## config.mk

```make
export PLATFORM = sky130hd
export DESIGN_NAME = selective_repeat_arq_sender_unit
export DESIGN_NICKNAME = d
export VERILOG_FILES = /design/src/sv/srarq_pkg.sv /design/src/sv/srarq_front.sv /design/src/sv/srarq_back.sv /design/src/sv/selective_repeat_arq_sender_unit.sv
export VERILOG_INCLUDE_DIRS = /design/src /design/src/sv
export SDC_FILE = /design/constraint.sdc
export NUM_CORES = 1
export LEC_CHECK = 0
export ABC_AREA = 1
export BUFFER_PORTS_ARGS = -buffer_cell sky130_fd_sc_hd__clkbuf_2
export CAP_MARGIN = 20
export CORE_AREA = 3 3 240 242
export CTS_BUF_LIST = sky130_fd_sc_hd__clkbuf_4 sky130_fd_sc_hd__clkbuf_8
export DETAILED_ROUTE_END_ITERATION = 10
export DIE_AREA = 0 0 243 245
export GPL_TIMING_DRIVEN = 0
export PLACE_DENSITY = 0.68
export SYNTH_ARGS = -nofsm -noshare
export SYNTH_HDL_FRONTEND = slang
export SYNTH_HIERARCHICAL = 1
export SYNTH_SLANG_ARGS = --single-unit
```

## constraint.sdc

```tcl
create_clock -name clk -period 6.3 [get_ports clk]
set_clock_uncertainty 0.05 [all_clocks]
set_input_delay 0.63 -clock clk [delete_from_list [all_inputs] [get_ports clk]]
set_output_delay 0.63 -clock clk [all_outputs]
set_load 0.005 [all_outputs]
```

## src/sv/selective_repeat_arq_sender_unit_defines.svh

```systemverilog
// assertion macros for the selective-repeat arq sender
`ifndef SELECTIVE_REPEAT_ARQ_SENDER_UNIT_DEFINES_SVH
`define SELECTIVE_REPEAT_ARQ_SENDER_UNIT_DEFINES_SVH

// same-cycle implication, checked outside reset
`define SRARQ_ASSERT_IMP(label, ante, cons) \
  label: assert property (@(posedge clk) disable iff (!rst_n) (ante) |-> (cons)) \
    else $error("srarq assertion failed");

// next-cycle implication, checked outside reset
`define SRARQ_ASSERT_NXT(label, ante, cons) \
  label: assert property (@(posedge clk) disable iff (!rst_n) (ante) |=> (cons)) \
    else $error("srarq assertion failed");

`endif

```

## src/sv/srarq_pkg.sv

```systemverilog
// shared types and constants of the selective-repeat arq sender
package srarq_pkg;

  localparam int FRAME_W        = 16;
  localparam int CNT_W          = 32;
  localparam int WSIZE_W        = 5;
  localparam int ACKS_W         = 5;
  localparam int KIND_W         = 2;
  localparam int REQ_W          = 2;
  localparam int MARK_W         = 2;
  localparam int CFG_IDX_W      = 1;
  localparam int CFG_DATA_W     = 16;
  localparam int WINDOW_MAX_DEF = 16;
  localparam int CMDQ_DEPTH     = 2;

  localparam logic [WSIZE_W-1:0] WSIZE_RESET = 5'd4;
  localparam logic [ACKS_W-1:0]  ACKS_MAX    = '1;

  localparam logic [REQ_W-1:0] REQ_START   = 2'd0;
  localparam logic [REQ_W-1:0] REQ_ACK     = 2'd1;
  localparam logic [REQ_W-1:0] REQ_TIMEOUT = 2'd2;

  localparam logic [KIND_W-1:0] KIND_NEW    = 2'd0;
  localparam logic [KIND_W-1:0] KIND_RESEND = 2'd1;
  localparam logic [KIND_W-1:0] KIND_END    = 2'd2;

  localparam logic [MARK_W-1:0] MARK_UNSENT = 2'd0;
  localparam logic [MARK_W-1:0] MARK_SENT   = 2'd1;
  localparam logic [MARK_W-1:0] MARK_ACKED  = 2'd2;

  localparam logic [CFG_IDX_W-1:0] CFG_TOTAL_FRAMES = 1'd0;
  localparam logic [CFG_IDX_W-1:0] CFG_WINDOW_SIZE  = 1'd1;

  typedef enum logic [1:0] {
    CMD_START,
    CMD_ACK,
    CMD_TIMEOUT
  } cmd_kind_t;

  typedef struct packed {
    cmd_kind_t            kind;
    logic [FRAME_W-1:0]   ack;
  } cmd_t;

  typedef enum logic [2:0] {
    ST_IDLE,
    ST_SLIDE_RD,
    ST_SLIDE_CHK,
    ST_PHASE,
    ST_SCAN_RD,
    ST_SCAN_CHK,
    ST_FLUSH
  } st_t;

endpackage

```

## src/sv/srarq_front.sv

```systemverilog
// front end: takes requests, decodes them and queues commands for the back end
module srarq_front (
  input  logic                             clk,
  input  logic                             rst_n,
  input  logic                             in_valid,
  output logic                             in_stall,
  input  logic [srarq_pkg::REQ_W-1:0]      in_req_type,
  input  logic [srarq_pkg::FRAME_W-1:0]    in_ack_number,
  output srarq_pkg::cmd_t                  cmd,
  output logic                             cmd_valid,
  input  logic                             cmd_pop
);

  localparam int DEPTH = srarq_pkg::CMDQ_DEPTH;
  localparam int PW    = (DEPTH > 1) ? $clog2(DEPTH) : 1;
  localparam int CW    = $clog2(DEPTH + 1);

  srarq_pkg::cmd_t q_r [DEPTH];
  logic [PW-1:0]   wr_ptr_r, wr_ptr_nxt;
  logic [PW-1:0]   rd_ptr_r, rd_ptr_nxt;
  logic [CW-1:0]   cnt_r, cnt_nxt;

  srarq_pkg::cmd_kind_t dec_kind;
  logic                 dec_known;
  logic                 enq;
  logic                 deq;

  always_comb begin
    dec_kind  = srarq_pkg::CMD_START;
    dec_known = 1'b1;
    case (in_req_type)
      srarq_pkg::REQ_START: begin
        dec_kind = srarq_pkg::CMD_START;
      end
      srarq_pkg::REQ_ACK: begin
        dec_kind = srarq_pkg::CMD_ACK;
      end
      srarq_pkg::REQ_TIMEOUT: begin
        dec_kind = srarq_pkg::CMD_TIMEOUT;
      end
      default: begin
        dec_known = 1'b0;
      end
    endcase
  end

  assign in_stall  = (cnt_r == CW'(DEPTH));
  assign cmd_valid = (cnt_r != '0);
  assign cmd       = q_r[rd_ptr_r];
  assign enq       = in_valid && !in_stall && dec_known;
  assign deq       = cmd_pop && cmd_valid;

  always_comb begin
    wr_ptr_nxt = wr_ptr_r;
    rd_ptr_nxt = rd_ptr_r;
    cnt_nxt    = cnt_r;
    if (enq) begin
      wr_ptr_nxt = (wr_ptr_r == PW'(DEPTH - 1)) ? '0 : wr_ptr_r + 1'b1;
    end
    if (deq) begin
      rd_ptr_nxt = (rd_ptr_r == PW'(DEPTH - 1)) ? '0 : rd_ptr_r + 1'b1;
    end
    case ({enq, deq})
      2'b10: begin
        cnt_nxt = cnt_r + 1'b1;
      end
      2'b01: begin
        cnt_nxt = cnt_r - 1'b1;
      end
      default: begin
        cnt_nxt = cnt_r;
      end
    endcase
  end

  always_ff @(posedge clk) begin
    if (!rst_n) begin
      wr_ptr_r <= '0;
      rd_ptr_r <= '0;
      cnt_r    <= '0;
    end else begin
      wr_ptr_r <= wr_ptr_nxt;
      rd_ptr_r <= rd_ptr_nxt;
      cnt_r    <= cnt_nxt;
    end
  end

  always_ff @(posedge clk) begin
    if (enq) begin
      q_r[wr_ptr_r].kind <= dec_kind;
      q_r[wr_ptr_r].ack  <= in_ack_number;
    end
  end

endmodule

```

## src/sv/srarq_back.sv

```systemverilog
// back end: window state, slot mark memory, phase scans and result staging
module srarq_back #(
  parameter int WINDOW_MAX = srarq_pkg::WINDOW_MAX_DEF
) (
  input  logic                             clk,
  input  logic                             rst_n,
  input  logic [srarq_pkg::FRAME_W-1:0]    total_frames,
  input  logic [srarq_pkg::WSIZE_W-1:0]    window_size,
  input  srarq_pkg::cmd_t                  cmd,
  input  logic                             cmd_valid,
  output logic                             cmd_pop,
  output logic                             out_valid,
  input  logic                             out_stall,
  output logic [srarq_pkg::FRAME_W-1:0]    out_frame_number,
  output logic [srarq_pkg::KIND_W-1:0]     out_send_kind,
  output logic                             out_last,
  output logic [srarq_pkg::CNT_W-1:0]      out_sent_total,
  output logic [srarq_pkg::CNT_W-1:0]      out_lost_total,
  output logic [srarq_pkg::CNT_W-1:0]      out_resent_total
);

  localparam int FW = srarq_pkg::FRAME_W;
  localparam int NW = srarq_pkg::CNT_W;
  localparam int KW = srarq_pkg::KIND_W;
  localparam int MW = srarq_pkg::MARK_W;
  localparam int AW = srarq_pkg::ACKS_W;
  localparam int SW = (WINDOW_MAX > 1) ? $clog2(WINDOW_MAX) : 1;
  localparam int WW = $clog2(WINDOW_MAX + 1);
  localparam int EW = (WW > srarq_pkg::WSIZE_W) ? WW : srarq_pkg::WSIZE_W;
  localparam logic [SW:0] WM_S = (SW + 1)'(WINDOW_MAX);

  function automatic logic [SW-1:0] slot_next(input logic [SW-1:0] s);
    logic [SW:0] t;
    t = {1'b0, s} + 1'b1;
    return (t == WM_S) ? '0 : t[SW-1:0];
  endfunction

  function automatic logic [NW-1:0] sat_inc(input logic [NW-1:0] v);
    return (v == '1) ? v : v + 1'b1;
  endfunction

  srarq_pkg::st_t state_r, state_nxt;

  logic [FW-1:0] base_r, base_nxt;
  logic [SW-1:0] base_slot_r, base_slot_nxt;
  logic [AW-1:0] acks_r, acks_nxt;
  logic          active_r, active_nxt;
  logic [NW-1:0] sent_r, sent_nxt;
  logic [NW-1:0] lost_r, lost_nxt;
  logic [NW-1:0] resent_r, resent_nxt;
  logic [WW-1:0] i_r, i_nxt;
  logic [SW-1:0] scan_slot_r, scan_slot_nxt;
  logic          pass_new_r, pass_new_nxt;

  logic          pend_vld_r, pend_vld_nxt;
  logic [FW-1:0] pend_frame_r, pend_frame_nxt;
  logic [KW-1:0] pend_kind_r, pend_kind_nxt;
  logic [NW-1:0] pend_sent_r, pend_sent_nxt;
  logic [NW-1:0] pend_lost_r, pend_lost_nxt;
  logic [NW-1:0] pend_resent_r, pend_resent_nxt;

  logic          out_valid_r, out_valid_nxt;
  logic [FW-1:0] out_frame_r, out_frame_nxt;
  logic [KW-1:0] out_kind_r, out_kind_nxt;
  logic          out_last_r, out_last_nxt;
  logic [NW-1:0] out_sent_r, out_sent_nxt;
  logic [NW-1:0] out_lost_r, out_lost_nxt;
  logic [NW-1:0] out_resent_r, out_resent_nxt;

  // slot mark memory with per-slot valid bits
  logic [MW-1:0]         mark_mem [WINDOW_MAX];
  logic [WINDOW_MAX-1:0] vld_r;
  logic [MW-1:0]         rd_data_r;
  logic                  rd_vld_r;

  logic          mem_we;
  logic [SW-1:0] mem_waddr;
  logic [MW-1:0] mem_wdata;
  logic          mem_re;
  logic [SW-1:0] mem_raddr;
  logic          vld_clr_all;
  logic          vld_clr;

  logic          emit;
  logic [FW-1:0] emit_frame;
  logic [KW-1:0] emit_kind;

  logic [EW-1:0] ws_e;
  logic [WW-1:0] w;
  logic [EW-1:0] diff_e;
  logic          acks_lt_w;
  logic          base_done;
  logic          phase_due;
  logic [FW-1:0] d16;
  logic          in_win;
  logic [SW:0]   slot_sum;
  logic [SW:0]   slot_fix;
  logic [SW-1:0] slot_ack;
  logic [FW:0]   f17;
  logic          scan_end;
  logic [MW-1:0] mark;
  logic          hit;
  logic          out_free;
  logic          can_emit;
  logic [NW:0]   lost_sum;

  always_comb begin
    ws_e = EW'(window_size);
    if (ws_e == '0) begin
      w = WW'(1);
    end else if (ws_e > EW'(WINDOW_MAX)) begin
      w = WW'(WINDOW_MAX);
    end else begin
      w = ws_e[WW-1:0];
    end
  end

  assign diff_e    = EW'(w) - EW'(acks_r);
  assign acks_lt_w = EW'(acks_r) < EW'(w);
  assign base_done = base_r >= total_frames;
  assign phase_due = !acks_lt_w || base_done;
  assign lost_sum  = {1'b0, lost_r} + (NW + 1)'(diff_e);

  assign d16      = cmd.ack - base_r;
  assign in_win   = (cmd.ack < total_frames) && (cmd.ack >= base_r) && (d16 < FW'(w));
  assign slot_sum = {1'b0, base_slot_r} + {1'b0, d16[SW-1:0]};
  assign slot_fix = (slot_sum >= WM_S) ? slot_sum - WM_S : slot_sum;
  assign slot_ack = slot_fix[SW-1:0];

  assign f17      = {1'b0, base_r} + (FW + 1)'(i_r);
  assign scan_end = (i_r == w) || (f17 >= {1'b0, total_frames});
  assign mark     = rd_vld_r ? rd_data_r : srarq_pkg::MARK_UNSENT;
  assign hit      = pass_new_r ? (mark == srarq_pkg::MARK_UNSENT) :
                                 (mark == srarq_pkg::MARK_SENT);
  assign out_free = !out_valid_r || !out_stall;
  assign can_emit = !pend_vld_r || out_free;

  // next state
  always_comb begin
    state_nxt = state_r;
    case (state_r)
      srarq_pkg::ST_IDLE: begin
        if (cmd_valid) begin
          case (cmd.kind)
            srarq_pkg::CMD_START: begin
              state_nxt = srarq_pkg::ST_PHASE;
            end
            srarq_pkg::CMD_ACK: begin
              state_nxt = active_r ? srarq_pkg::ST_SLIDE_RD : srarq_pkg::ST_IDLE;
            end
            srarq_pkg::CMD_TIMEOUT: begin
              state_nxt = active_r ? srarq_pkg::ST_PHASE : srarq_pkg::ST_IDLE;
            end
            default: begin
              state_nxt = srarq_pkg::ST_IDLE;
            end
          endcase
        end
      end
      srarq_pkg::ST_SLIDE_RD: begin
        state_nxt = base_done ? srarq_pkg::ST_PHASE : srarq_pkg::ST_SLIDE_CHK;
      end
      srarq_pkg::ST_SLIDE_CHK: begin
        if (mark == srarq_pkg::MARK_ACKED) begin
          state_nxt = srarq_pkg::ST_SLIDE_RD;
        end else begin
          state_nxt = phase_due ? srarq_pkg::ST_PHASE : srarq_pkg::ST_IDLE;
        end
      end
      srarq_pkg::ST_PHASE: begin
        if (!base_done) begin
          state_nxt = srarq_pkg::ST_SCAN_RD;
        end else if (can_emit) begin
          state_nxt = srarq_pkg::ST_FLUSH;
        end
      end
      srarq_pkg::ST_SCAN_RD: begin
        if (!scan_end) begin
          state_nxt = srarq_pkg::ST_SCAN_CHK;
        end else if (pass_new_r) begin
          state_nxt = srarq_pkg::ST_FLUSH;
        end
      end
      srarq_pkg::ST_SCAN_CHK: begin
        if (!hit || can_emit) begin
          state_nxt = srarq_pkg::ST_SCAN_RD;
        end
      end
      srarq_pkg::ST_FLUSH: begin
        if (!pend_vld_r || out_free) begin
          state_nxt = srarq_pkg::ST_IDLE;
        end
      end
      default: begin
        state_nxt = srarq_pkg::ST_IDLE;
      end
    endcase
  end

  // datapath and control outputs
  always_comb begin
    cmd_pop       = 1'b0;
    mem_we        = 1'b0;
    mem_waddr     = scan_slot_r;
    mem_wdata     = srarq_pkg::MARK_SENT;
    mem_re        = 1'b0;
    mem_raddr     = scan_slot_r;
    vld_clr_all   = 1'b0;
    vld_clr       = 1'b0;
    emit          = 1'b0;
    emit_frame    = f17[FW-1:0];
    emit_kind     = srarq_pkg::KIND_NEW;

    base_nxt      = base_r;
    base_slot_nxt = base_slot_r;
    acks_nxt      = acks_r;
    active_nxt    = active_r;
    sent_nxt      = sent_r;
    lost_nxt      = lost_r;
    resent_nxt    = resent_r;
    i_nxt         = i_r;
    scan_slot_nxt = scan_slot_r;
    pass_new_nxt  = pass_new_r;

    pend_vld_nxt    = pend_vld_r;
    pend_frame_nxt  = pend_frame_r;
    pend_kind_nxt   = pend_kind_r;
    pend_sent_nxt   = pend_sent_r;
    pend_lost_nxt   = pend_lost_r;
    pend_resent_nxt = pend_resent_r;

    out_valid_nxt  = out_valid_r && out_stall;
    out_frame_nxt  = out_frame_r;
    out_kind_nxt   = out_kind_r;
    out_last_nxt   = out_last_r;
    out_sent_nxt   = out_sent_r;
    out_lost_nxt   = out_lost_r;
    out_resent_nxt = out_resent_r;

    case (state_r)
      srarq_pkg::ST_IDLE: begin
        if (cmd_valid) begin
          cmd_pop = 1'b1;
          case (cmd.kind)
            srarq_pkg::CMD_START: begin
              vld_clr_all   = 1'b1;
              base_nxt      = '0;
              base_slot_nxt = '0;
              acks_nxt      = '0;
              active_nxt    = 1'b1;
              sent_nxt      = '0;
              lost_nxt      = '0;
              resent_nxt    = '0;
            end
            srarq_pkg::CMD_ACK: begin
              if (active_r) begin
                if (in_win) begin
                  mem_we    = 1'b1;
                  mem_waddr = slot_ack;
                  mem_wdata = srarq_pkg::MARK_ACKED;
                end
                if (acks_r != srarq_pkg::ACKS_MAX) begin
                  acks_nxt = acks_r + 1'b1;
                end
              end
            end
            srarq_pkg::CMD_TIMEOUT: begin
              if (active_r && acks_lt_w) begin
                lost_nxt = lost_sum[NW] ? '1 : lost_sum[NW-1:0];
              end
            end
            default: begin
              cmd_pop = 1'b1;
            end
          endcase
        end
      end
      srarq_pkg::ST_SLIDE_RD: begin
        if (!base_done) begin
          mem_re    = 1'b1;
          mem_raddr = base_slot_r;
        end
      end
      srarq_pkg::ST_SLIDE_CHK: begin
        if (mark == srarq_pkg::MARK_ACKED) begin
          vld_clr       = 1'b1;
          base_nxt      = base_r + 1'b1;
          base_slot_nxt = slot_next(base_slot_r);
        end
      end
      srarq_pkg::ST_PHASE: begin
        acks_nxt      = '0;
        i_nxt         = '0;
        scan_slot_nxt = base_slot_r;
        pass_new_nxt  = 1'b0;
        if (base_done && can_emit) begin
          emit       = 1'b1;
          emit_frame = '0;
          emit_kind  = srarq_pkg::KIND_END;
          active_nxt = 1'b0;
        end
      end
      srarq_pkg::ST_SCAN_RD: begin
        if (!scan_end) begin
          mem_re    = 1'b1;
          mem_raddr = scan_slot_r;
        end else if (!pass_new_r) begin
          pass_new_nxt  = 1'b1;
          i_nxt         = '0;
          scan_slot_nxt = base_slot_r;
        end
      end
      srarq_pkg::ST_SCAN_CHK: begin
        if (!hit || can_emit) begin
          i_nxt         = i_r + 1'b1;
          scan_slot_nxt = slot_next(scan_slot_r);
        end
        if (hit && can_emit) begin
          emit = 1'b1;
          if (pass_new_r) begin
            emit_kind = srarq_pkg::KIND_NEW;
            mem_we    = 1'b1;
            mem_waddr = scan_slot_r;
            mem_wdata = srarq_pkg::MARK_SENT;
            sent_nxt  = sat_inc(sent_r);
          end else begin
            emit_kind  = srarq_pkg::KIND_RESEND;
            resent_nxt = sat_inc(resent_r);
          end
        end
      end
      srarq_pkg::ST_FLUSH: begin
        if (pend_vld_r && out_free) begin
          out_valid_nxt  = 1'b1;
          out_frame_nxt  = pend_frame_r;
          out_kind_nxt   = pend_kind_r;
          out_last_nxt   = 1'b1;
          out_sent_nxt   = pend_sent_r;
          out_lost_nxt   = pend_lost_r;
          out_resent_nxt = pend_resent_r;
          pend_vld_nxt   = 1'b0;
        end
      end
      default: begin
        cmd_pop = 1'b0;
      end
    endcase

    // one result is held back so that the final one can carry last
    if (emit) begin
      if (pend_vld_r) begin
        out_valid_nxt  = 1'b1;
        out_frame_nxt  = pend_frame_r;
        out_kind_nxt   = pend_kind_r;
        out_last_nxt   = 1'b0;
        out_sent_nxt   = pend_sent_r;
        out_lost_nxt   = pend_lost_r;
        out_resent_nxt = pend_resent_r;
      end
      pend_vld_nxt    = 1'b1;
      pend_frame_nxt  = emit_frame;
      pend_kind_nxt   = emit_kind;
      pend_sent_nxt   = sent_nxt;
      pend_lost_nxt   = lost_nxt;
      pend_resent_nxt = resent_nxt;
    end
  end

  always_ff @(posedge clk) begin
    if (!rst_n) begin
      state_r     <= srarq_pkg::ST_IDLE;
      base_r      <= '0;
      base_slot_r <= '0;
      acks_r      <= '0;
      active_r    <= 1'b0;
      sent_r      <= '0;
      lost_r      <= '0;
      resent_r    <= '0;
      pend_vld_r  <= 1'b0;
      out_valid_r <= 1'b0;
    end else begin
      state_r     <= state_nxt;
      base_r      <= base_nxt;
      base_slot_r <= base_slot_nxt;
      acks_r      <= acks_nxt;
      active_r    <= active_nxt;
      sent_r      <= sent_nxt;
      lost_r      <= lost_nxt;
      resent_r    <= resent_nxt;
      pend_vld_r  <= pend_vld_nxt;
      out_valid_r <= out_valid_nxt;
    end
  end

  always_ff @(posedge clk) begin
    i_r           <= i_nxt;
    scan_slot_r   <= scan_slot_nxt;
    pass_new_r    <= pass_new_nxt;
    pend_frame_r  <= pend_frame_nxt;
    pend_kind_r   <= pend_kind_nxt;
    pend_sent_r   <= pend_sent_nxt;
    pend_lost_r   <= pend_lost_nxt;
    pend_resent_r <= pend_resent_nxt;
    out_frame_r   <= out_frame_nxt;
    out_kind_r    <= out_kind_nxt;
    out_last_r    <= out_last_nxt;
    out_sent_r    <= out_sent_nxt;
    out_lost_r    <= out_lost_nxt;
    out_resent_r  <= out_resent_nxt;
  end

  always_ff @(posedge clk) begin
    if (!rst_n) begin
      vld_r <= '0;
    end else if (vld_clr_all) begin
      vld_r <= '0;
    end else begin
      if (mem_we) begin
        vld_r[mem_waddr] <= 1'b1;
      end
      if (vld_clr) begin
        vld_r[base_slot_r] <= 1'b0;
      end
    end
  end

  always_ff @(posedge clk) begin
    if (mem_we) begin
      mark_mem[mem_waddr] <= mem_wdata;
    end
    if (mem_re) begin
      rd_data_r <= mark_mem[mem_raddr];
      rd_vld_r  <= vld_r[mem_raddr];
    end
  end

  assign out_valid        = out_valid_r;
  assign out_frame_number = out_frame_r;
  assign out_send_kind    = out_kind_r;
  assign out_last         = out_last_r;
  assign out_sent_total   = out_sent_r;
  assign out_lost_total   = out_lost_r;
  assign out_resent_total = out_resent_r;

endmodule

```

## src/sv/selective_repeat_arq_sender_unit.sv

```systemverilog
// top level of the selective-repeat arq sender: configuration registers, front and back ends
// Requests (start, ack, timeout) enter through a two-entry command queue, so up to two can be
// taken while earlier ones are still worked on; a request code of 3 is taken and dropped. The
// back end handles one command at a time. An ack that ends no phase reads and checks the slot
// mark of each frame the window base slides past; a phase end makes two passes over the window
// (retransmissions, then new frames), each of which reads the slot mark memory through its
// single registered read port, reading each slot in one state and checking it in the next.
// Results leave through an output register; one result is held back internally so the final
// one of a request carries last. Slot marks are cleared at once by per-slot valid bits, so
// there is no clearing pass.
`include "selective_repeat_arq_sender_unit_defines.svh"

module selective_repeat_arq_sender_unit #(
  parameter int WINDOW_MAX = srarq_pkg::WINDOW_MAX_DEF
) (
  input  logic                                clk,
  input  logic                                rst_n,
  input  logic                                in_valid,
  output logic                                in_stall,
  input  logic [srarq_pkg::REQ_W-1:0]         in_req_type,
  input  logic [srarq_pkg::FRAME_W-1:0]       in_ack_number,
  output logic                                out_valid,
  input  logic                                out_stall,
  output logic [srarq_pkg::FRAME_W-1:0]       out_frame_number,
  output logic [srarq_pkg::KIND_W-1:0]        out_send_kind,
  output logic                                out_last,
  output logic [srarq_pkg::CNT_W-1:0]         out_sent_total,
  output logic [srarq_pkg::CNT_W-1:0]         out_lost_total,
  output logic [srarq_pkg::CNT_W-1:0]         out_resent_total,
  input  logic                                cfg_we,
  input  logic [srarq_pkg::CFG_IDX_W-1:0]     cfg_index,
  input  logic [srarq_pkg::CFG_DATA_W-1:0]    cfg_wdata
);

  logic [srarq_pkg::FRAME_W-1:0] total_frames_r;
  logic [srarq_pkg::WSIZE_W-1:0] window_size_r;

  srarq_pkg::cmd_t cmd;
  logic            cmd_valid;
  logic            cmd_pop;

  logic            out_is_end;
  logic            out_is_resend;

  always_ff @(posedge clk) begin
    if (!rst_n) begin
      total_frames_r <= '0;
      window_size_r  <= srarq_pkg::WSIZE_RESET;
    end else if (cfg_we) begin
      case (cfg_index)
        srarq_pkg::CFG_TOTAL_FRAMES: begin
          total_frames_r <= cfg_wdata[srarq_pkg::FRAME_W-1:0];
        end
        srarq_pkg::CFG_WINDOW_SIZE: begin
          window_size_r <= cfg_wdata[srarq_pkg::WSIZE_W-1:0];
        end
        default: begin
          total_frames_r <= total_frames_r;
        end
      endcase
    end
  end

  srarq_front u_front (
    .clk           (clk),
    .rst_n         (rst_n),
    .in_valid      (in_valid),
    .in_stall      (in_stall),
    .in_req_type   (in_req_type),
    .in_ack_number (in_ack_number),
    .cmd           (cmd),
    .cmd_valid     (cmd_valid),
    .cmd_pop       (cmd_pop)
  );

  srarq_back #(
    .WINDOW_MAX (WINDOW_MAX)
  ) u_back (
    .clk              (clk),
    .rst_n            (rst_n),
    .total_frames     (total_frames_r),
    .window_size      (window_size_r),
    .cmd              (cmd),
    .cmd_valid        (cmd_valid),
    .cmd_pop          (cmd_pop),
    .out_valid        (out_valid),
    .out_stall        (out_stall),
    .out_frame_number (out_frame_number),
    .out_send_kind    (out_send_kind),
    .out_last         (out_last),
    .out_sent_total   (out_sent_total),
    .out_lost_total   (out_lost_total),
    .out_resent_total (out_resent_total)
  );

  assign out_is_end    = out_valid && (out_send_kind == srarq_pkg::KIND_END);
  assign out_is_resend = out_valid && (out_send_kind == srarq_pkg::KIND_RESEND);

  `SRARQ_ASSERT_IMP(a_pop_needs_cmd, cmd_pop, cmd_valid)
  `SRARQ_ASSERT_NXT(a_cmd_kept, cmd_valid && !cmd_pop, cmd_valid)
  `SRARQ_ASSERT_IMP(a_end_is_last, out_is_end, out_last && out_frame_number == '0)
  `SRARQ_ASSERT_IMP(a_resend_counted, out_is_resend, out_resent_total != '0)

endmodule
```

## Yosys cells after proc, flatten, opt, wreduce, memory -nomap -nowiden

Memory sizes are Yosys's and may differ from the RTL's. A register that Yosys moved wholly into a read port is not among the register bits.
Cells that the tools add are included.

- Flip-flop bits (word level): 408
- Bits in writable memories: 68
- Input port bits: 40
- Output and inout port bits: 117
- Logic and storage cells: 304
- Memories: 2

- $add $sub $neg: 17
- Magnitude comparators: 13
- Eq/ne operators: 34
- Mux-type cells: 155
- Bitwise operators: 5
- Reduce and logical (&&, ||, !) cells: 47

Memory list:

| memory | words | width | read ports | clocked after Yosys merged registers in | wr ports | line | source |
|---|---|---|---|---|---|---|---|
| u_front.q_r | 2 | 18 | 1 | 1 | 1 | srarq_front.sv:18 | `srarq_pkg::cmd_t q_r [DEPTH];` |
| u_back.mark_mem | 16 | 2 | 1 | 1 | 1 | srarq_back.sv:71 | `logic [MW-1:0] mark_mem [WINDOW_MAX];` |

Operators by type and width:

| kind | number |
|---|---|
| 2-to-1 mux 32 bit | 26 |
| 2-to-1 mux 16 bit | 13 |
| one-hot mux 32 bit (2 select lines) | 3 |
| adder 32 x 1 -> 32 bit (second input constant) | 2 |
| == test 32 bit (second input constant) | 2 |
| 2-to-1 mux 4 bit | 16 |
| 2-to-1 mux 1 bit | 48 |
| 2-to-1 mux 5 bit | 8 |
| adder 32 x 5 -> 33 bit | 1 |
| >= comparator 16 bit | 2 |
| one-hot mux 16 bit (2 select lines) | 1 |
| 2-to-1 mux 2 bit | 14 |
| 2-to-1 mux 3 bit | 8 |
| one-hot mux 3 bit (7 select lines) | 1 |
| one-hot mux 5 bit (2 select lines) | 2 |
| adder 16 x 5 -> 17 bit | 1 |
| >= comparator 17 x 16 -> 1 bit | 1 |
| adder 16 x 1 -> 16 bit (second input constant) | 1 |
| bitwise AND 16 bit | 1 |
| < comparator 16 bit | 1 |
| < comparator 16 x 5 -> 1 bit | 1 |
| inverter 16 bit | 1 |
| OR 16 bit | 1 |
| subtractor 16 bit | 1 |
| other kinds (47) | 115 |

## Logic depth before layout (Yosys ltp)

Gate-level depths: netlist of run 1.

- Word-level depth: 20
- Mapped depth: 27
- Depth with buffers taken out: 25

## Cells and area by module

The synthesis of run 1 kept the hierarchy.

Modules (own cells, without submodules):

| module | times used | cells each | area an instance (um^2) |
|---|---|---|---|
| srarq_back | 1 | 2,769 | 22,530.4 |
| srarq_front | 1 | 100 | 1,626.6 |
| selective_repeat_arq_sender_unit | 1 | 127 | 883.3 |

## Worst setup path before layout of run 1

OpenSTA, ideal clock, no wires.

- Kind: register to register
- Start point: register total_frames_r[15] (netlist name)
- End point: register (tool-made name)
- Library setup time: 467 ps
- Arrival: 4,278 ps
- Data required time: 5,783 ps
- Slack: 1,504 ps
- Cell stages (with the launch flop): 15
- Clock period less this slack: 4,796 ps
- Cells stage by stage: dfxtp_1 -> inv_1 -> ha_1 -> nand4_1 -> nor3_1 -> nand3_1 -> nand2_1 -> nand2_1 -> nor2_1 -> inv_2 -> nand3_1 -> nand2_1 -> buf_2 -> buf_2 -> inv_1

RTL lines:

| element | line | source |
|---|---|---|
| from (decl) | selective_repeat_arq_sender_unit.sv:35 | `logic [srarq_pkg::FRAME_W-1:0] total_frames_r;` |
| from (signal assigned) | selective_repeat_arq_sender_unit.sv:52 | `total_frames_r <= cfg_wdata[srarq_pkg::FRAME_W-1:0];` |
| from (signal assigned) | selective_repeat_arq_sender_unit.sv:58 | `total_frames_r <= total_frames_r;` |

==> reports/qor.txt, run 1 <==
status: completed
complex-gate fraction of the synthesized area: 0.08015
port buffer count: 155
count leader, synth: nand2_1
vias in the first global route: 19150
largest family of logic cells by synthesized area: simple AND/OR/NAND/NOR gates
Synth Area in XOR/XNOR: 0.02583
post-synthesis register bit count: 479
Area Overhead vs Synth: 14.49%
Cell Area, Synth: 25040 um^2
die span in y: 245 um
cells after synthesis: 2996
clk root buf: clkbuf_8
fillers: 5274
Max Cap Viol: 0
Post-Route WL: 60640 um
Slew Limit Fails: 0
VDD IR max: 0.1817 mV
fmax: 208.8 MHz
placed wire-length estimate: 45460 um
crit end category: register
dominant cells by area after synthesis: edfxtp_1 37%, dfxtp_1 14%, nand2_1 9.9%
Main synth FF type: edfxtp_1
simple-gate share of the synthesized area: 0.2329
critical path class: register to register
Die Area: 59540 um^2
largest net degree at the start of global routing: 69
beginning of the worst hold path: in_ack_number[1]
top cells by count, synth: 663 x nand2_1, 506 x inv_1, 350 x nor2_1
wire per inst: 14.95 um
Critical Path RT: 6.62 ns
GPL Wtd Cong: 0.9688
Final min period: 4.789 ns
dpl ws: 1.500 ns
Yosys top cell by area: edfxtp_1
Slew headroom: 0.3353
fraction of registers with async set/reset: 0
YS warnings: 6
unrepaired setup endpoints after global routing: no
crit path DAT: 5.11 ns
vias: 20170
PostCTS Resize Cnt: 0
Clk Latency, worst-skew pair: 0.68 ns
Cell variety after synth: 62
Core Box Area: 55310 um^2
pwr dens: 298.0 nW/um^2
EDFF count, synth: 310
crit-path cells: buf_6 -> buf_12 -> mux2_4 -> inv_1 -> ha_1 -> fa_1 -> inv_1 -> nand3_1 -> nand2_1 -> xor2_1 -> ha_1 -> nor4_1 -> nand4_1 -> nand3b_1 -> nor4_1 -> nand4_1 -> nor2_1 -> nand4_1 -> inv_1
Overflow after GRT: 0
Tot Pwr: 8.543 mW
CTS Buf Count: 82
final std cells w/o fill: 4055
placed cells: 3902
Least-Margin Pin Slew: 0.9879 ns
initial core utilization: 0.4527
Synth Net Count: 3138
clock-pin slew on the worst setup and hold paths: 0.06 ns
initial antenna violation count: 2
critical path fanouts, max: 17
# setup viols final: 0
Initial DRC Count: 1424
TritonRoute pass-1 iters: 6
chip width: 243 um
crit path max-delay cell type: inv_1
Yosys top cell area share: 0.3718
Synth Area in Adders: 0.05247
Final Hold Slack: 0.09851 ns
post-route ant nets: 0
TritonCTS clock tree: done
first-pass GRT wire length: 97090 um
Post-CTS Setup Bufs: 0
depth of the CTS H-tree: 3
crit-path max cell delay: 0.68 ns
CTS sink cnt: 479
CP Launch Type: register
sequential area share after synthesis: 0.5069
DRC violations left: 0
Tot GR Track Use: 0.2025
post-synthesis mux area share: 0.009594
Hold Path Class: input port to register
nets@finish: 3380
leakage power: 12.39 nW
fraction of layout cells with a size suffix above 1: 0.1228
syn_area_per_cell: 8.358 um^2
vias per inst: 4.974
endpoints failing hold: 0
fin worst setup slack: 1.511 ns
Max clock buf depth: 3
I/O pin cnt: 157
crit share post-route: 0.7602
placement row count: 86
hold-fix buffers at CTS: 0
==> cell families (layout without fill, tap and decap cells) <==
logic type                 after synthesis  after routing
DFF                                    479            479
AOI/OAI and AO/OA                      358            358
muxes                                   18             18
adders and majority gates              102            102
buffers and inverters                  595            905
other                                    0              1
xor gates and xnor gates                73             73
and+or+nand+nor                       1371           1371
==> power breakdown <==
| part | internal [mW] | switching [mW] | leakage, nW |
|---|---|---|---|
| registers | 3.46 | 0.0853 | 3.93 |
| clock network | 1.77 | 1.30 | 0.960 |
| logic | 0.611 | 1.31 | 7.50 |
==> worst max-delay path: cells and delay by family, from the launching register on <==
| kind | cells | cell delay, ns |
|---|---|---|
| simple gates | 9 | 1.81 |
| buf+inv | 5 | 1.20 |
| fa+ha+maj | 3 | 0.83 |
| flops | 1 | 0.32 |
| mux | 1 | 0.15 |
| xor+xnor | 1 | 0.09 |
==> cell usage in the layout, fill, tap and decap left out, types with 5 or more instances in the layout <==
cell       netlist  layout
a211oi_1        10      10
a21oi_1        163     163
a21oi_2          7       7
buf_2           12      12
buf_6            5       5
bufinv_16        0       6
clkbuf_1        49      49
clkbuf_2         1     156
clkbuf_4         0      27
clkbuf_8         0      93
clkinv_1         4      13
clkinv_2         0      10
dfxtp_1        169     169
edfxtp_1       310     310
fa_1             5       5
ha_1            97      97
inv_1          506     505
inv_2           13      13
mux2_2           8       8
mux2_4          10      10
nand2_1        663     662
nand2_2         10      10
nand3_1        167     167
nand3_2          5       5
nand3b_1         7       7
nand4_1         40      40
nor2_1         350     349
nor2_2          10      11
nor3_1          73      73
nor4_1          19      19
o211ai_1        19      19
o21ai_0        111     111
o21ai_1         11      11
o221ai_1         7       7
or2_2            7       7
xnor2_1         11      11
xor2_1          61      61
==> final cells by class <==
type | instances | area, um^2 | area share
Buffer | 72 | 344.1 | 0.01200
Inverter | 523 | 1966 | 0.06857
Timing Repair Buffer | 158 | 858.3 | 0.02994
Clock buffer | 120 | 1483 | 0.05172
Clock inverter | 32 | 335.3 | 0.01170
Multi-Input combinational cell | 1922 | 10050 | 0.3506
Tap cell | 748 | 935.9 | 0.03265
Antenna cell | 1 | 2.502 | 0.00008729
Sequential cell | 479 | 12690 | 0.4427
==> final timing paths <==
kind	depth (start not counted)	end	slack [ns]
setup / recovery	19	u_back/mark_mem[5][1]	1.51
hold / removal	1	u_front/q_r[0][1]	0.1
hold reg to reg	2	u_back/vld_r[15]	0.41
setup reg to reg	19	u_back/mark_mem[5][1]	1.51
==> per-stage QoR <==
| step | util | area (um^2) | setup TNS [ns] |
|---|---|---|---|
| 2_1_floorplan | - | 25040 | 0 |
| 3_3_place_gp | 0.4837 | 26750 | -118.80 |
| 3_5_place_dp | 0.4854 | 26850 | 0 |
| 4_1_cts | 0.5183 | 28670 | 0 |
| 5_1_grt | 0.5183 | 28670 | 0 |
| 6_report | 0.5183 | 28670 | 0 |
==> routing by layer <==
metal | track usage | up-vias | part of all wire
met5 | 0 | - | 0.00018
met2 | 0.3247 | 595 | 0.45
met4 | 0.08348 | 2 | 0.036
met3 | 0.03813 | 140 | 0.060
li1 | - | 10270 | -
met1 | 0.2709 | 9164 | 0.45
No activity file was read; power rests on OpenSTA's default activity.
==> run 2: changes to the inputs <==
clock period = 4.5 ns   (was 6.3 ns; I/O delays follow)
==> run 2 against run 1 <==
  * Flip-flop and latch count is the same
  * Clock-buffer cell count shrank 2
  * Global-route usage grew 0.30 points
  * Worst setup slack lost 1.3 ns
  * Total power grew 40%
  * Wire length grew 1.3%
  * Critical path depth grew 1
  * Sequential power grew 40%
  * Via count grew 0.94%
  * Non-clock buffer count grew 29
  * Final cell count grew 0.86%
  * Die area is the same
  * Critical path type unchanged
  * Highest routed layer is now met4
==> reports/qor.txt, run 2 (synthesis results as in run 1) <==
TritonRoute pass-1 iters: 5 (-1)
Top delay family on crit path: simple AND/OR/NAND/NOR gates
vias per inst: 4.977 (about the same)
CP Launch Type: register
crit path DAT: 4.60 ns (-0.51 ns)
TritonCTS clock tree: done
Overflow after GRT: 0 (unchanged)
Tot GR Track Use: 0.2055 (+0.002995)
pwr dens: 411.0 nW/um^2 (+38%)
crit end category: register
depth of the CTS H-tree: 3 (unchanged)
clk root buf: clkbuf_8
VDD IR max: 0.2491 mV (+37%)
crit-path max cell delay: 0.47 ns (-0.21 ns)
footprint of the multi-input gates: 10140 um^2 (+0.88%)
crit-path cells: inv_1 -> nand2_1 -> ha_1 -> inv_1 -> fa_1 -> a21oi_1 -> o21ai_0 -> xor2_1 -> ha_1 -> nand2_1 -> nor2_1 -> a21oi_1 -> nor2_2 -> nand2_1 -> nor2_4 -> nand3_1 -> nor2_2 -> clkbuf_4 -> o21ai_0 -> nand2_1
I/O pin cnt: 157 (unchanged)
first-pass GRT wire length: 98560 um (+1.5%)
post-route ant nets: 0 (unchanged)
initial antenna violation count: 1 (-1)
largest net degree at the start of global routing: 67 (-2.9%)
chip width: 243 um (unchanged)
Least-Margin Pin Slew: 0.9105 ns (-0.07739 ns)
initial core utilization: 0.4527 (unchanged)
Initial DRC Count: 1381 (-3.0%)
CTS sink cnt: 479 (unchanged)
WP buf/inv: 3 (-2)
fmax: 235.7 MHz (+13%)
CTS Buf Count: 84 (+2.4%)
vias in the first global route: 19400 (+1.3%)
CP most frequent cell: nand2_1
placed cells: 3903 (+0.026%)
wire per inst: 15.01 um (+0.40%)
Critical Path RT: 4.85 ns (-1.77 ns)
# setup viols final: 0 (unchanged)
Core Box Area: 55310 um^2 (unchanged)
fraction of layout cells with a size suffix above 1: 0.1311 (+0.008291)
critical path class: register to register
Clk Latency, worst-skew pair: 0.67 ns (about the same)
Slew Limit Fails: 0 (unchanged)
Die Area: 59540 um^2 (unchanged)
placement row count: 86 (unchanged)
port buffer count: 155 (unchanged)
final std cells w/o fill: 4090 (+0.86%)
endpoints failing hold: 0 (unchanged)
fillers: 5285 (+0.21%)
Slew headroom: 0.3874 (+0.05207)
most common cell after layout, fill and taps aside: nand2_1
DRC violations left: 0 (unchanged)
Hold Path Class: input port to register
Max Cap Viol: 0 (unchanged)
placed wire-length estimate: 45370 um (-0.20%)
Max clock buf depth: 3 (unchanged)
commonest cells after routing, fill and taps aside: 660 x nand2_1, 501 x inv_1, 341 x nor2_1
Area Overhead vs Synth: 16.04%
sequential cell area: 12690 um^2 (unchanged)
vias: 20360 (+0.94%)
die span in y: 245 um (unchanged)
nets@finish: 3412 (+0.95%)
status: completed
Final Hold Slack: 0.05375 ns (-0.04476 ns)
Final TNS setup: 0 ns (unchanged)
crit path max-delay cell type: dfxtp_1
Final min period: 4.243 ns (-0.5461 ns)
clock-pin slew on the worst setup and hold paths: 0.06 ns (about the same)
crit share post-route: 0.9429 (+0.1827)
GPL Wtd Cong: 0.9663 (-0.26%)
leakage power: 12.52 nW (+1.0%)
Post-Route WL: 61400 um (+1.3%)
critical path fanouts, max: 10 (-7)
==> run 2: cell types whose count changed in the layout (fill, tap and decap cells not counted), moves of 5 or more <==
cell           change
clkbuf_4           -5
clkinvlp_4         +6
dlygate4sd3_1     +25
nor2_1             -8
nor2_2             +5
==> run 2: tightest hold or removal path, stage by stage <==
cell and delay, ns:
clkbuf_2 0.08, inv_1 0.04, nand3_1 0.06, nand2_1 0.07, nor2_1 0.04
==> run 2: per-stage QoR <==
stage                     cell area (um^2)  setup WS (ns)  total power, mW    util
after floorplan                      25040       0.003978            6.962       -
after global placement               26760         -2.184            7.674  0.4838
after detailed placement             26860        -0.8705            7.706  0.4857
after CTS                            28970       0.004085            12.03  0.5237
after global routing                 29060     -0.0008837            12.63  0.5254
final                                29060         0.2569            11.94  0.5254
==> run 2: metal layers <==
metal  global-route usage  wire length [um]  up-vias
met3              0.03671              3628      118
met4              0.08102              1993        0
met2               0.3340             28200      588
li1                     -                 -    10350
met5                    0                 0        -
met1               0.2739             27580     9302
==> run 2: repair_timing <==
item                                    CTS  global route
pin swaps                                 0             1
endpoints found under the hold margin    41             0
hold buffers                             25             0
gates resized for setup                   4            29
cloned                                    1             0
endpoints found under the setup margin  130           146
buffers inserted                          3             0
==> run 2: area by class of cell <==
cell class / count / area share
flip-flops and latches: 479 / 0.4368
multi-input cells: 1922 / 0.3490
inverters: 523 / 0.06782
clock buffers: 118 / 0.05137
repair buffers: 187 / 0.03936
well taps: 748 / 0.03221
plain buffers: 72 / 0.01201
clock inverters: 39 / 0.01111
repair inverters: 1 / 0.0002584
diodes: 1 / 0.00008612
==> run 2: path summary, 6_finish.rpt <==
path         cells after the start        startpoint                      to  slack [ns]
min reg2reg                      2   u_back/vld_r[2]         u_back/vld_r[2]        0.42
min                              5      cfg_wdata[8]       total_frames_r[8]        0.05
max reg2reg                     20  window_size_r[4]  u_back/pend_lost_r[29]        0.26
max                             20  window_size_r[4]  u_back/pend_lost_r[29]        0.26
==> run 2: power by group <==
part,switching [mW],leakage (nW),internal (mW)
Sequential,0.123,3.93,4.85
Combinational,1.84,7.63,0.876
Clock,1.86,0.951,2.40
